$ cat src/hw/rtl/pct_pkg.sv
// Shared types, constants and width helpers of the correlation block.
// No dependencies.
package pct_pkg;

  localparam int DEF_MAX_SERIES = 64;
  localparam int DEF_MAX_LEN    = 256;
  localparam int ROW_LIMIT      = 64;
  localparam int ONE_Q14        = 16384;
  localparam int DIV_STEPS      = 14;

  localparam int SER_W      = 6;
  localparam int TIME_W     = 8;
  localparam int SMP_W      = 16;
  localparam int CORR_W     = 16;
  localparam int THR_W      = 15;
  localparam int NSER_W     = 7;
  localparam int SLEN_W     = 9;
  localparam int CFG_IDX_W  = 2;
  localparam int CFG_DATA_W = 15;

  localparam logic [NSER_W-1:0] RST_NUM_SERIES = 7'd64;
  localparam logic [SLEN_W-1:0] RST_SERIES_LEN = 9'd256;
  localparam logic [THR_W-1:0]  RST_EDGE_THR   = 15'd4096;

  typedef enum logic [CFG_IDX_W-1:0] {
    CFG_NUM_SERIES = 2'd0,
    CFG_SERIES_LEN = 2'd1,
    CFG_EDGE_THR   = 2'd2
  } cfg_idx_t;

  typedef enum logic [0:0] {
    MODE_LOAD = 1'b0,
    MODE_ROW  = 1'b1
  } mode_t;

  typedef enum logic [1:0] {
    SEL_VX  = 2'd0,
    SEL_VY  = 2'd1,
    SEL_NUM = 2'd2
  } mul_sel_t;

  typedef enum logic [9:0] {
    ST_IDLE = 10'b00_0000_0001,
    ST_ACC  = 10'b00_0000_0010,
    ST_MUL  = 10'b00_0000_0100,
    ST_CHK  = 10'b00_0000_1000,
    ST_PMUL = 10'b00_0001_0000,
    ST_SQL  = 10'b00_0010_0000,
    ST_SQRT = 10'b00_0100_0000,
    ST_DVL  = 10'b00_1000_0000,
    ST_DIV  = 10'b01_0000_0000,
    ST_OUT  = 10'b10_0000_0000
  } state_t;

  typedef struct packed {
    logic     acc_clr;
    logic     rd_en;
    logic     mul;
    logic     diff;
    mul_sel_t sel;
    logic     chk;
    logic     p_step;
    logic     s_load;
    logic     s_step;
    logic     d_load;
    logic     d_step;
    logic     out_load;
  } dp_cmd_t;

  typedef struct packed {
    logic zero_var;
    logic out_free;
  } dp_sts_t;

  // Bits of the length register for a given maximum length
  function automatic int len_w(input int max_len);
    return $clog2(max_len + 1);
  endfunction

  // Bits of the variance magnitudes and of the square root operand halves
  function automatic int vmag_w(input int max_len);
    return 2 * $clog2(max_len + 1) + 33;
  endfunction

endpackage

$ cat src/hw/rtl/pct_ctrl.sv
// Sequencer of the correlation block: walks partners, sums, and the
// multiply, square root and divide iterations. Depends on pct_pkg.
module pct_ctrl import pct_pkg::*; #(
  parameter int MAX_LEN    = DEF_MAX_LEN
) (
  input  logic                         clk,
  input  logic                         rst_n,
  input  logic                         in_accept,
  input  logic                         in_mode,
  input  logic [SER_W-1:0]             in_series,
  input  logic [NSER_W-1:0]            n_eff,
  input  logic [len_w(MAX_LEN)-1:0]    len_eff,
  input  dp_sts_t                      sts,
  output dp_cmd_t                      cmd,
  output logic [$clog2(MAX_LEN)-1:0]   rd_t,
  output logic [SER_W-1:0]             row,
  output logic [SER_W-1:0]             partner,
  output logic                         last,
  output logic                         in_ready
);

  localparam int LW  = len_w(MAX_LEN);
  localparam int TW  = $clog2(MAX_LEN);
  localparam int VW  = vmag_w(MAX_LEN);
  localparam int CW  = (LW + 1 > 7) ? LW + 1 : 7;

  state_t            state_r, state_nxt;
  logic [CW-1:0]     cnt_r, cnt_nxt;
  logic [SER_W-1:0]  row_r, row_nxt;
  logic [NSER_W-1:0] j_r, j_nxt;
  logic              row_go;

  assign row_go  = (7'(in_series) + 7'd1) < n_eff;
  assign row     = row_r;
  assign partner = j_r[SER_W-1:0];
  assign last    = (j_r == n_eff - 7'd1);
  assign rd_t    = TW'(cnt_r);
  assign in_ready = (state_r == ST_IDLE);

  // Next state and commands
  always_comb begin
    state_nxt = state_r;
    cnt_nxt   = cnt_r;
    row_nxt   = row_r;
    j_nxt     = j_r;
    cmd       = '0;
    cmd.sel   = SEL_VX;
    unique case (state_r)
      ST_IDLE: begin
        if (in_accept && (in_mode == MODE_ROW) && row_go) begin
          row_nxt     = in_series;
          j_nxt       = 7'(in_series) + 7'd1;
          cnt_nxt     = '0;
          cmd.acc_clr = 1'b1;
          state_nxt   = ST_ACC;
        end
      end
      ST_ACC: begin
        cmd.rd_en = (cnt_r < CW'(len_eff));
        cnt_nxt   = cnt_r + 1'b1;
        if (cnt_r == CW'(len_eff) + 1'b1) begin
          cnt_nxt   = '0;
          state_nxt = ST_MUL;
        end
      end
      ST_MUL: begin
        // even count: products, odd count: difference
        cmd.mul  = ~cnt_r[0];
        cmd.diff = cnt_r[0];
        cmd.sel  = mul_sel_t'(cnt_r[2:1]);
        cnt_nxt  = cnt_r + 1'b1;
        if (cnt_r == CW'(5)) begin
          cnt_nxt   = '0;
          state_nxt = ST_CHK;
        end
      end
      ST_CHK: begin
        cmd.chk   = 1'b1;
        state_nxt = sts.zero_var ? ST_OUT : ST_PMUL;
      end
      ST_PMUL: begin
        cmd.p_step = 1'b1;
        cnt_nxt    = cnt_r + 1'b1;
        if (cnt_r == CW'(VW - 1)) begin
          cnt_nxt   = '0;
          state_nxt = ST_SQL;
        end
      end
      ST_SQL: begin
        cmd.s_load = 1'b1;
        state_nxt  = ST_SQRT;
      end
      ST_SQRT: begin
        cmd.s_step = 1'b1;
        cnt_nxt    = cnt_r + 1'b1;
        if (cnt_r == CW'(VW - 1)) begin
          cnt_nxt   = '0;
          state_nxt = ST_DVL;
        end
      end
      ST_DVL: begin
        cmd.d_load = 1'b1;
        state_nxt  = ST_DIV;
      end
      ST_DIV: begin
        cmd.d_step = 1'b1;
        cnt_nxt    = cnt_r + 1'b1;
        if (cnt_r == CW'(DIV_STEPS - 1)) begin
          cnt_nxt   = '0;
          state_nxt = ST_OUT;
        end
      end
      ST_OUT: begin
        if (sts.out_free) begin
          cmd.out_load = 1'b1;
          if (last) begin
            state_nxt = ST_IDLE;
          end else begin
            j_nxt       = j_r + 7'd1;
            cnt_nxt     = '0;
            cmd.acc_clr = 1'b1;
            state_nxt   = ST_ACC;
          end
        end
      end
      default: begin
        state_nxt = ST_IDLE;
      end
    endcase
  end

  // State registers
  always_ff @(posedge clk) begin
    if (!rst_n) begin
      state_r <= ST_IDLE;
      cnt_r   <= '0;
      row_r   <= '0;
      j_r     <= '0;
    end else begin
      state_r <= state_nxt;
      cnt_r   <= cnt_nxt;
      row_r   <= row_nxt;
      j_r     <= j_nxt;
    end
  end

endmodule

$ cat config.mk
export PLATFORM = sky130hd
export DESIGN_NAME = pct_ctrl
export DESIGN_NICKNAME = d
export VERILOG_FILES = /design/src/hw/rtl/pct_pkg.sv /design/src/hw/rtl/pct_ctrl.sv
export SDC_FILE = /design/constraint.sdc
export NUM_CORES = 1
export LEC_CHECK = 0
export BUFFER_PORTS_ARGS = -buffer_cell sky130_fd_sc_hd__buf_2
export CAP_MARGIN = 20
export CORE_MARGIN = 1.5
export CORE_UTILIZATION = 35
export CTS_BUF_LIST = sky130_fd_sc_hd__clkbuf_2 sky130_fd_sc_hd__clkbuf_4 sky130_fd_sc_hd__clkbuf_8
export CTS_CLUSTER_SIZE = 28
export DETAILED_ROUTE_END_ITERATION = 16
export PLACE_DENSITY_LB_ADDON = 0.3
export SLEW_MARGIN = 10
export SYNTH_ARGS = -nofsm -noshare
export SYNTH_HDL_FRONTEND = slang
export SYNTH_SLANG_ARGS = --single-unit
export TNS_END_PERCENT = 20
$ cat constraint.sdc
create_clock -name clk -period 5.2 [get_ports clk]
set_input_delay 0 -clock clk [delete_from_list [all_inputs] [get_ports clk]]
set_output_delay 0 -clock clk [all_outputs]
set_load 0.02 [all_outputs]
==> results by stage, run 1 <==
Run status:
- The flow ran to the end, and the final reports show no timing, DRC or antenna violations.

Timing:
- Derived from the worst setup path, the maximum achievable clock frequency is ~0.34 GHz.
- In the final timing run, aggregate negative setup slack is 0 ns.
- The worst path uses 56.7% of the clock period.
- The clock skew is roughly 0.0054 ns.
- Setup slack on the critical path of the routed design comes to 2.25 ns.
- Setup repair after global routing left no endpoint under its margin.
- At the pin with the least slew margin, the transition time is between 0.8 and 0.9 ns.
- The post-route minimum period is about 3 ns.
- The max-slew violation count was 0.
- The worst max-slew margin expressed relative to the limit is between 30% and 40%.
- Setup violations remaining at the end of the flow were counted as 0.
- The count of final hold-check violations came to 0.

Yosys:
- After Yosys synthesis, XOR and XNOR cells account for approximately 9% of the synthesized area.
- The synthesized area per cell is around 8 um^2.
- The fraction of synthesized area in multiplexers is roughly 2.2%.
- Summing the areas of all compound-gate instances in the mapped netlist gives around 21% of the synthesized area.
- Sequential elements use about 21% of the synthesized area.
- The number of synthesis warnings is 0.
- The register bit total from synthesis is 33.
- The most used flip-flop cell after synthesis is sky130_fd_sc_hd__dfxtp_1.
- The simple-gate portion of the synthesized area is 27.8%.
- By area, the combinational part of the netlist is dominated by simple AND/OR/NAND/NOR gates.
- In this run, synthesis inferred 0 flip-flops with an integrated enable.
- sky130_fd_sc_hd__dfxtp_1 takes more of the synthesized area than any other cell.
- The synthesized design devotes to its leading area cell type 20.8% of total area.
- Counting distinct cell types in the post-synthesis netlist gives 76.
- The adder and majority cell fraction of the synthesized area is under 10%.
- After synthesis, the share of flip-flops with an asynchronous set or reset is 0%.
- The combined area of all synthesized cells is roughly 3200 um^2.
- The number of nets in the synthesized netlist is around 450.
- The gate count after technology mapping is ~400.
- By area the synthesized netlist is led by sky130_fd_sc_hd__dfxtp_1 (21%), sky130_fd_sc_hd__ha_1 (8.7%), sky130_fd_sc_hd__xnor2_1 (4.1%).

Die:
- The effective utilization at floorplan is 36.3%.
- The floorplan has 34 rows.
- The die is 98.3 um tall.
- The floorplan step defined a core boundary enclosing between 8000 and 9000 um^2.
- The die covers a little under 10000 um^2.
- The top-level port count is between 60 and 70.
- The die is ~100 um wide.

Detailed routing:
- The pre-antenna-repair detailed-routing pass consisted of 4 iterations.
- The routed layout has ~3000 vias.
- After detailed routing, the average wire length per cell comes to around 15 um.
- The detail-routed via count per cell is about 5.5.
- The final wirelength is ~8000 um.
- The number of nets with antenna violations after detailed routing is 0.
- The number of DRC violations after detailed-routing iteration 0 is between 100 and 150.
- The number of DRC violations after detailed routing is 0.

Setup path:
- STA classifies the critical path startpoint as an input port.
- Of all nets on the critical path, the largest fanout is 6.
- The register-to-register setup slack is 2.60 ns.
- STA puts the critical path data required time at between 5 and 6 ns.
- The reg-to-reg critical path endpoint is cnt_r[2].
- For the worst flop-to-flop path, the logic depth is 7.
- STA classifies the critical path endpoint as a flip-flop.
- The critical path is of the in -> reg type.
- The data arrival time of the critical path is around 3.1 ns.
- The critical path starts at in_series[1].
- The startpoint identified for the worst register-to-register timing path is cnt_r[6].

CTS:
- TritonCTS built the clock tree.
- The number of setup buffers added after CTS is 0.
- The tree is rooted in a sky130_fd_sc_hd__clkbuf_8.
- The count of cells resized by post-cts repair is 0.
- After clock tree synthesis, the clock-pin slew on the worst setup and hold paths is around 0.070 ns.
- Clock tree synthesis inserted a total of 5 buffers.
- The clock net in this run drives a total of 33 sinks.
- The largest buffer count on any clock path is 2.
- The clock latency reported for the late side of the worst-skew pair is between 0.2 and 0.3 ns.
- The H-tree depth reported by CTS is 2.

Layout:
- Compared with the post-synthesis result, the final layout area differs by 10.7%.
- 0 antenna diodes ended up in the layout.
- The number of nets at the end of the flow is ~500.
- The count of filler cells inserted in the layout is 910.
- In the final layout, the share of cells above drive strength 1 is between 20% and 30%.
- The finished cells cover between 3000 and 4000 um^2.
- Once layout is complete, the utilization of the core stands at between 40% and 50%.
- The filler-free cell count of the finished design is 544.

Hold path:
- The depth of the worst hold-timing path is 3.
- The startpoint identified for the worst hold timing path is in_series[3].
- The worst-case hold path end point is row[3].
- The type of the tightest min-delay check is in -> reg.

Pwr:
- The internal power component is between 400 and 500 uW.
- The share of total power dissipated in combinational logic is roughly a quarter.
- The peak supply drop is approximately 0.077 mV.
- Power spread over the standard cell area amounts to ~180 nW/um^2.
- The part of the power in registers is roughly 43%.
- Summed over all cells, the static leakage comes to 1.62 nW.
- The clock power share is ~32%.
- In this run switching power makes up between 30% and 40% of total power.
- The analysis attributes to net switching a power of between 150 and 200 uW.

Place:
- The instance area at placement is roughly 3400 um^2.
- Port buffering added 62 buffers.
- The routability congestion estimate from global placement is a little under 0.9.
- The detailed placement HPWL is roughly 6300 um.
- The count of placed standard cells including taps is 534.
- At the placement stage, the worst setup path has a slack of about 2.5 ns.

GRT:
- The total global routing overflow is 0.
- The wire length of the first global-routing pass is approximately 13000 um.
- The via count of the first global-routing pass is 2730.
- Across every metal layer, demand over resource in global routing totals between 15 and 20%.
- Entering global routing, the biggest net connects 18 pins.
- The number of antenna violations at the first check in global routing is 0.

Run:
- The tool flagged a number of max-cap violations equal to 0.
## sequential cells by signal, indices dropped and copies added, names as in the netlist
signal   flops
j_r          7
row          6
state_r     10
cnt_r       10
## per-layer routing
| layer | up-vias | GRT usage, % | wire length, um |
|---|---|---|---|
| li1 | 1511 | - | - |
| met1 | 1379 | 21.9 | 3830 |
| met2 | 69 | 26.8 | 3730 |
| met3 | 11 | 2.58 | 323 |
| met4 | 0 | 5.53 | 112 |
| met5 | - | 0 | 0 |
## cell usage in the layout, fill, tap and decap left out, drive strengths merged, types with 15 or more instances in the layout
master	instances
inv	25
xnor2	15
nor2	31
buf	62
o21ai	15
nand3	18
a21oi	19
ha	22
dfxtp	33
nand2	21
## per-stage QoR
step                power, mW  hold WS, ns
floorplan               0.393        0.144
global placement        0.431        0.285
detailed placement      0.433        0.293
CTS                     0.642       0.0175
global route            0.674       0.0401
finish                  0.634       0.0255
## power groups by stage
stage | sequential, mW | clock, mW | combinational, mW
5_1_grt | 0.272 | 0.224 | 0.177
6_report | 0.271 | 0.204 | 0.159
4_1_cts | 0.271 | 0.213 | 0.159
3_5_place_dp | 0.277 | 0 | 0.156
2_1_floorplan | 0.276 | 0 | 0.117
3_3_place_gp | 0.277 | 0 | 0.154
## how the worst max path moves through the flow
stage	to	slack, ns	cells after the start
2_1_floorplan	cnt_r[2]	2.87	11
5_1_grt	state_r[5]	2.04	12
6_report	state_r[5]	2.25	12
3_5_place_dp	state_r[5]	2.48	11
3_3_place_gp	state_r[5]	2.58	11
4_1_cts	state_r[5]	2.29	12
## repair_timing
action                                 CTS  global route
endpoints found under the hold margin    3             0
setup endpoints to repair                0             0
hold buffers                             3             0
## synthesized netlist by cell type (4+ instances only)
cell type / n
sky130_fd_sc_hd__dfxtp_1: 33
sky130_fd_sc_hd__nor3_1: 12
sky130_fd_sc_hd__and2_1: 5
sky130_fd_sc_hd__buf_4: 17
sky130_fd_sc_hd__o21ai_0: 14
sky130_fd_sc_hd__a31oi_1: 6
sky130_fd_sc_hd__buf_2: 6
sky130_fd_sc_hd__nor4_1: 5
sky130_fd_sc_hd__xor2_1: 12
sky130_fd_sc_hd__o21a_1: 8
sky130_fd_sc_hd__a21oi_1: 17
sky130_fd_sc_hd__and3_1: 12
sky130_fd_sc_hd__mux2i_1: 7
sky130_fd_sc_hd__o31ai_1: 4
sky130_fd_sc_hd__nand3_1: 17
sky130_fd_sc_hd__nand2_1: 21
sky130_fd_sc_hd__nor3b_1: 9
sky130_fd_sc_hd__or3_1: 4
sky130_fd_sc_hd__ha_1: 22
sky130_fd_sc_hd__xnor2_1: 15
sky130_fd_sc_hd__nor2_1: 29
sky130_fd_sc_hd__inv_1: 24
sky130_fd_sc_hd__a211o_1: 5
sky130_fd_sc_hd__nand4_1: 7
sky130_fd_sc_hd__and4_1: 4
sky130_fd_sc_hd__buf_6: 5
## worst max-delay path, cell delays in order
cell and delay [ns]:
sky130_fd_sc_hd__dlygate4sd3_1 0.53, sky130_fd_sc_hd__buf_2 0.14, sky130_fd_sc_hd__ha_1 0.19, sky130_fd_sc_hd__and3_1 0.20
sky130_fd_sc_hd__and3_1 0.19, sky130_fd_sc_hd__ha_1 0.31, sky130_fd_sc_hd__nand4_1 0.08, sky130_fd_sc_hd__o31a_1 0.32
sky130_fd_sc_hd__a21boi_0 0.51, sky130_fd_sc_hd__nor2_1 0.24, sky130_fd_sc_hd__and4_1 0.27, sky130_fd_sc_hd__and2_1 0.15
## cell families after synthesis
kind of cell	count (synthesis)
DFF	33
AOI/OAI and AO/OA	93
xor gates and xnor gates	29
muxes	7
and+or+nand+nor	154
adders and majority gates	22
buffers and inverters	57
## area by class of cell
class                      instances  area [um^2]  area share, %
multi-input combinational        305         2200           62.4
sequential                        33          661           18.8
timing repair buffer              65          340           9.67
tap                              108          135           3.84
inverter                          26         97.6           2.77
clock buffer                       7         90.1           2.56
Power figures use the tool's default switching activity.
==> inputs of run 2 (changes only) <==
Clock period 5.2 ns to 2.5 ns, I/O delays scaled along.
==> results by stage, run 2 (synthesis results as in run 1) <==
Timing:
- The worst max-slew margin expressed relative to the limit was 59.7% (+20 points).
- The worst slack on hold paths came to 0.0424 ns (+0.0169 ns).
- The count of final hold-check violations is 0 (unchanged).
- The max-slew violation count was 0 (unchanged).
- The share of the cycle needed by the critical path after routing is a little over nine tenths.
- The worst path in the final design needs a cycle of roughly 2.4 ns, including I/O delays and setup.
- The clock skew is 0.00860 ns (+0.00323 ns).
- The upper clock frequency limit is around 0.42 GHz.
- The final-layout setup total negative slack is 0 ns (unchanged).
- The setup-violating endpoint count in the final report was 0 (unchanged).
- Setup repair after global routing left no endpoint under its margin.
- The actual transition at the worst max-transition pin is 0.600 ns (-0.298 ns).
- The post-route worst setup slack is 0.129 ns (-2.12 ns).

Pwr:
- The overall power consumption was 1.47 mW (+130%).
- The static power due to leakage is 1.81 nW (+12%).
- The total power density per cell area was 385 nW/um^2 (+110%).
- The peak supply drop came to 0.230 mV (+200%).

Setup path:
- The data arrival time of the critical path is 2.37 ns (-0.76 ns).
- The largest fanout of any net on the critical path is 6 (unchanged).
- The gate family responsible for the most delay along the worst path is compound AO/OA/AOI/OAI gates.
- The worst stage delay on the critical path is 0.44 ns (-0.09 ns).
- The critical path data required time is 2.50 ns (-2.88 ns).
- The worst setup path is captured at an output port.
- The slowest stage of the critical path is the sky130_fd_sc_hd__xor3_1 cell.
- The kind of start point of the critical path is a flip-flop.
- The critical path goes through xor3_1, o32a_1, o211ai_1, o2111ai_4, a21oi_4, inv_2, buf_2.
- The worst path buffer plus inverter count came to 2 (unchanged).
- The critical setup path kind is reg -> out.

Layout:
- The count of filler cells inserted in the layout came to 917 (+0.77%).
- Compared with the post-synthesis result, the final layout area differs by 20.3%.
- The area of all placed cells without fillers is 3830 um^2 (+8.7%).
- The library cell used most frequently in the layout, excluding fill and tap cells, is sky130_fd_sc_hd__buf_2.
- The final antenna diode count came to 0 (unchanged).
- The number of nets at the end of the flow is 519 (+6.8%).
- The share of post-route cells with drive strength above 1 is 28.1% (+5.8 points).
- The library cells used most frequently in the layout, excluding fill and tap cells, are sky130_fd_sc_hd__buf_2 (62), sky130_fd_sc_hd__dfxtp_1 (33), sky130_fd_sc_hd__buf_4 (32), sky130_fd_sc_hd__nor2_1 (29), sky130_fd_sc_hd__inv_1 (24).
- In the final layout, the registers with the most flip-flops are cnt_r (10), state_r (10), j_r (7).
- The filler-free cell count of the finished design came to 578 (+6.3%).
- The utilization of the core after routing is 43.7% (+3.5 points).

Place:
- The instance area at placement is 3640 um^2 (+7.0%).
- The number of I/O port buffers was 62 (unchanged).
- The detailed placement HPWL is 6690 um (+7.1%).
- The count of placed standard cells including taps is 564 (+5.6%).
- The routability congestion estimate from global placement is 0.911 (+5.4%).
- The post-place setup slack is -0.0895 ns (-2.57 ns).

Die:
- The area enclosed by the die boundary is 9670 um^2 (unchanged).
- The die boundary height is 98.3 um (unchanged).
- The floorplan row count is 34 (unchanged).
- The x dimension of the die is 98.3 um (unchanged).
- The top-level port count is 63 (unchanged).
- The effective utilization at floorplan is 36.3% (unchanged).
- The floorplan core area is 8760 um^2 (unchanged).

Hold path:
- The path class of the tightest hold or removal check is in -> reg.

GRT:
- The via count of the first global-routing pass is 2945 (+7.9%).
- The number of antenna violations at the first check in global routing is 0 (unchanged).
- The wire length of the first global-routing pass is 14000 um (+6.0%).
- The overall fraction of global-route tracks in use is 17.4% (+1.1 points).
- The pin count of the biggest net entering global routing is 18 (unchanged).
- The total global routing overflow was 0 (unchanged).

CTS:
- The clock-pin slew on the worst setup and hold paths is 0.07 ns (about the same).
- In this run the clock root is driven by a sky130_fd_sc_hd__clkbuf_8.
- TritonCTS built the clock tree.
- The clock latency reported for the late side of the worst-skew pair is 0.29 ns (about the same).
- The number of buffers added by the clock tree synthesis step came to 5 (unchanged).
- The largest buffer count on any clock path was 2 (unchanged).
- The H-tree depth reported by CTS was 2 (unchanged).
- The clock sink count is 33 (unchanged).

Detailed routing:
- The mean routed wirelength per cell is 14.5 um (-1.5%).
- The detail-routed via count per cell is 5.43 (-0.53%).
- The number of DRC violations after detailed routing is 0 (unchanged).
- The vias after detailed routing is 3139 (+5.7%).
- The first-pass iteration count of the detailed router is 6 (+2).
- The final wirelength is 8380 um (+4.7%).
- The number of nets with antenna violations after detailed routing was 0 (unchanged).
- The number of DRC violations after detailed-routing iteration 0 came to 165 (+57%).

Run:
- The total of max-cap violations is 0 (unchanged).

Run status:
- The flow ran to the end, and the final reports show no timing, DRC or antenna violations.
## run 2: changes by cell type in the layout (fill, tap and decap cells not counted), sizes merged
cell	change
buf	+33
bufinv	+1
## run 2: layer usage
| layer | vias up | share of wire, % | track usage [%] |
|---|---|---|---|
| met4 | 0 | 1.5 | 4.23 |
| met5 | - | 0 | 0 |
| li1 | 1572 | - | - |
| met1 | 1489 | 47 | 23.2 |
| met2 | 65 | 48 | 29.3 |
| met3 | 13 | 3.7 | 3.15 |
## run 2: where the power goes
part	switching, mW	internal [mW]	leakage (nW)
combinational	0.209	0.165	1.48
sequential	0.0170	0.541	0.267
clock	0.206	0.336	0.0619
total	0.432	1.04	1.81
## run 2: worst paths after layout
| check | startpoint | to | slack, ns | cells after the start |
|---|---|---|---|---|
| worst max-delay path | j_r[4] | cmd[12] | 0.13 | 7 |
| worst min-delay path | rst_n | state_r[6] | 0.04 | 2 |
| worst max register to register | j_r[6] | cnt_r[4] | 0.15 | 7 |
| worst min register to register | row[3] | row[3] | 0.50 | 2 |
## run 2: cell type report
class / count / area, um^2 / area share, %
Multi-Input combinational cell: 305 / 2210 / 57.8
Sequential cell: 33 / 661 / 17.3
Timing Repair Buffer: 98 / 601 / 15.7
Tap cell: 108 / 135 / 3.53
Inverter: 26 / 97.6 / 2.55
Clock buffer: 7 / 90.1 / 2.35
Clock inverter: 1 / 30.0 / 0.785
## run 2: what timing repair did
action	4_1_cts	5_1_grt
endpoints found under the hold margin	3	0
setup buffers	0	3
gates resized for setup	0	3
setup endpoints to repair	0	8
hold buffers	3	0
==> inputs of run 3 (changes only) <==
Settings changed: CORE_ASPECT_RATIO from default to 0.9, CTS_CLUSTER_DIAMETER from default to 200.
==> results by stage, run 3 (synthesis results as in run 1) <==
Run status:
- The flow ran to the end, and the final reports show no timing, DRC or antenna violations.

Layout:
- The filler-free cell count of the finished design came to 590 (+2.1%).
- The area overhead of the layout relative to synthesis is 20.6%.
- Leaving out fill and tap cells, the most frequent cells in the layout are sky130_fd_sc_hd__buf_2 (62), sky130_fd_sc_hd__buf_4 (35), sky130_fd_sc_hd__dfxtp_1 (32), sky130_fd_sc_hd__nor2_1 (27), sky130_fd_sc_hd__inv_1 (24).
- The number of nets at the end of the flow is 520 (+0.19%).
- The multi-input logic area came to 2210 um^2 (about the same).
- The total area of sequential cells is 662 um^2 (+0.19%).
- In the final layout, the registers with the most flip-flops are cnt_r (10), state_r (10), j_r (7).
- The share of post-route cells with drive strength above 1 is 29.1% (+1.0 points).
- The area of all placed cells without fillers is 3840 um^2 (+0.23%).
- The final antenna diode count is 0 (unchanged).
- The utilization of the core after routing came to 44.2% (+0.48 points).
- The count of filler cells inserted in the layout was 897 (-2.2%).
- Leaving out fill and tap cells, the most frequent cell in the layout is sky130_fd_sc_hd__buf_2.

Pwr:
- The peak supply drop is 0.249 mV (+8.2%).
- The static power due to leakage is 1.81 nW (+0.20%).
- The total power density per cell area was 386 nW/um^2 (+0.17%).

Timing:
- The count of final hold-check violations is 0 (unchanged).
- The max-slew violation count is 0 (unchanged).
- The worst max-slew margin expressed relative to the limit is 49.0% (-11 points).
- The setup-violating endpoint count in the final report is 0 (unchanged).
- The post-route minimum period is 2.41 ns (+0.0432 ns).
- The upper clock frequency limit is 0.414 GHz (-1.8%).
- The share of the cycle needed by the critical path after routing is 96.6% (+1.7 points).
- The actual transition at the worst max-transition pin came to 0.759 ns (+0.159 ns).
- Setup repair after global routing could not meet its margin everywhere.
- The final-layout setup total negative slack came to 0 ns (unchanged).
- The clock skew is 0.00769 ns (-0.000910 ns).
- The worst slack on hold paths is 0.0138 ns (-0.0286 ns).

Setup path:
- The worst setup path is launched from an input port.
- The critical path data required time is 2.50 ns (about the same).
- The setup path with the least slack is of type in -> out.
- The category of the worst setup path capture point is an output port.
- The data arrival time of the critical path came to 2.41 ns (+0.04 ns).
- The largest fanout of any net on the critical path is 8 (+2).

Detailed routing:
- The vias after detailed routing came to 3147 (+0.25%).
- The first-pass iteration count of the detailed router was 5 (-1).
- The number of DRC violations after detailed-routing iteration 0 is 186 (+13%).
- The mean routed wirelength per cell came to 14.6 um (+0.79%).
- The number of nets with antenna violations after detailed routing came to 0 (unchanged).
- The number of DRC violations after detailed routing is 0 (unchanged).
- The final wirelength is 8620 um (+2.9%).
- The detail-routed via count per cell is 5.33 (-1.8%).

Place:
- The number of I/O port buffers is 62 (unchanged).
- The instance area at placement is 3650 um^2 (+0.45%).
- The routability congestion estimate from global placement is 0.834 (-8.4%).
- The detailed placement HPWL was 6760 um (+1.0%).
- The count of placed standard cells including taps came to 577 (+2.3%).

Die:
- The effective utilization at floorplan came to 36.6% (+0.31 points).
- The floorplan row count was 32 (-5.9%).
- The top-level port count is 63 (unchanged).
- The x dimension of the die is 103 um (+5.2%).
- The area enclosed by the die boundary is 9670 um^2 (about the same).
- The floorplan core area is 8690 um^2 (-0.86%).
- The die boundary height is 93.4 um (-5.0%).

CTS:
- The H-tree depth reported by CTS is 2 (unchanged).
- The clock-pin slew on the worst setup and hold paths came to 0.07 ns (about the same).
- The largest buffer count on any clock path is 2 (unchanged).
- The root buffer cell is sky130_fd_sc_hd__clkbuf_8.
- TritonCTS built the clock tree.
- The clock sink count is 33 (unchanged).
- The number of buffers added by the clock tree synthesis step is 5 (unchanged).
- The clock latency reported for the late side of the worst-skew pair was 0.29 ns (about the same).

GRT:
- The via count of the first global-routing pass was 2821 (-4.2%).
- The pin count of the biggest net entering global routing was 18 (unchanged).
- The wire length of the first global-routing pass was 13700 um (-2.0%).
- The overall fraction of global-route tracks in use is 17.7% (+0.24 points).
- The number of antenna violations at the first check in global routing is 0 (unchanged).
- The total global routing overflow came to 0 (unchanged).

Run:
- The total of max-cap violations is 0 (unchanged).

Hold path:
- In this run the worst hold path is classified as in -> reg.
## run 3: repair_timing
item,4_1_cts,5_1_grt
resized for setup,0,6
setup buffers,0,3
endpoints found under the hold margin,2,0
endpoints found under the setup margin,0,16
hold buffers,2,0
## run 3: final timing paths
path / startpoint / end / slack [ns] / depth (start not counted)
setup / recovery: in_series[5] / cmd[12] / 0.09 / 11
setup reg to reg: cnt_r[1] / cnt_r[7] / 0.13 / 10
hold reg to reg: row[3] / row[3] / 0.50 / 2
hold / removal: in_series[3] / row[3] / 0.01 / 3
## run 3: worst max-delay path: stages
cell                            delay, ns
sky130_fd_sc_hd__dlygate4sd3_1       0.53
sky130_fd_sc_hd__buf_2               0.15
sky130_fd_sc_hd__and3_1              0.17
sky130_fd_sc_hd__ha_1                0.32
sky130_fd_sc_hd__nand4_1             0.08
sky130_fd_sc_hd__o31a_1              0.31
sky130_fd_sc_hd__buf_4               0.14
sky130_fd_sc_hd__and3_1              0.20
sky130_fd_sc_hd__a21oi_4             0.22
sky130_fd_sc_hd__inv_2               0.12
sky130_fd_sc_hd__buf_2               0.18
## run 3: area by class of cell
type                       instances  area share, %
timing repair buffer              99           15.5
clock buffer                       7           2.35
inverter                          26           2.54
clock inverter                     1          0.783
multi-input combinational        305           57.7
tap                              119           3.88
sequential                        33           17.3
## run 3: layer usage
metal / part of all wire [%] / GRT usage (%)
met1: 50 / 26.8
met2: 43 / 26.4
met3: 6.3 / 3.06
met4: 0.52 / 2.59
met5: 0 / 0
## run 3: power by group
group	leakage, nW	internal (mW)	switching [mW]
Clock	0.0619	0.336	0.206
Combinational	1.48	0.168	0.209
Sequential	0.268	0.541	0.0197
## run 3: through the flow
step	setup slack, ns	power [mW]
2_1_floorplan	0.173	0.818
6_report	0.0859	1.48
4_1_cts	0.0317	1.48
5_1_grt	-0.0139	1.55
3_5_place_dp	-0.168	0.936
3_3_place_gp	-0.123	0.930
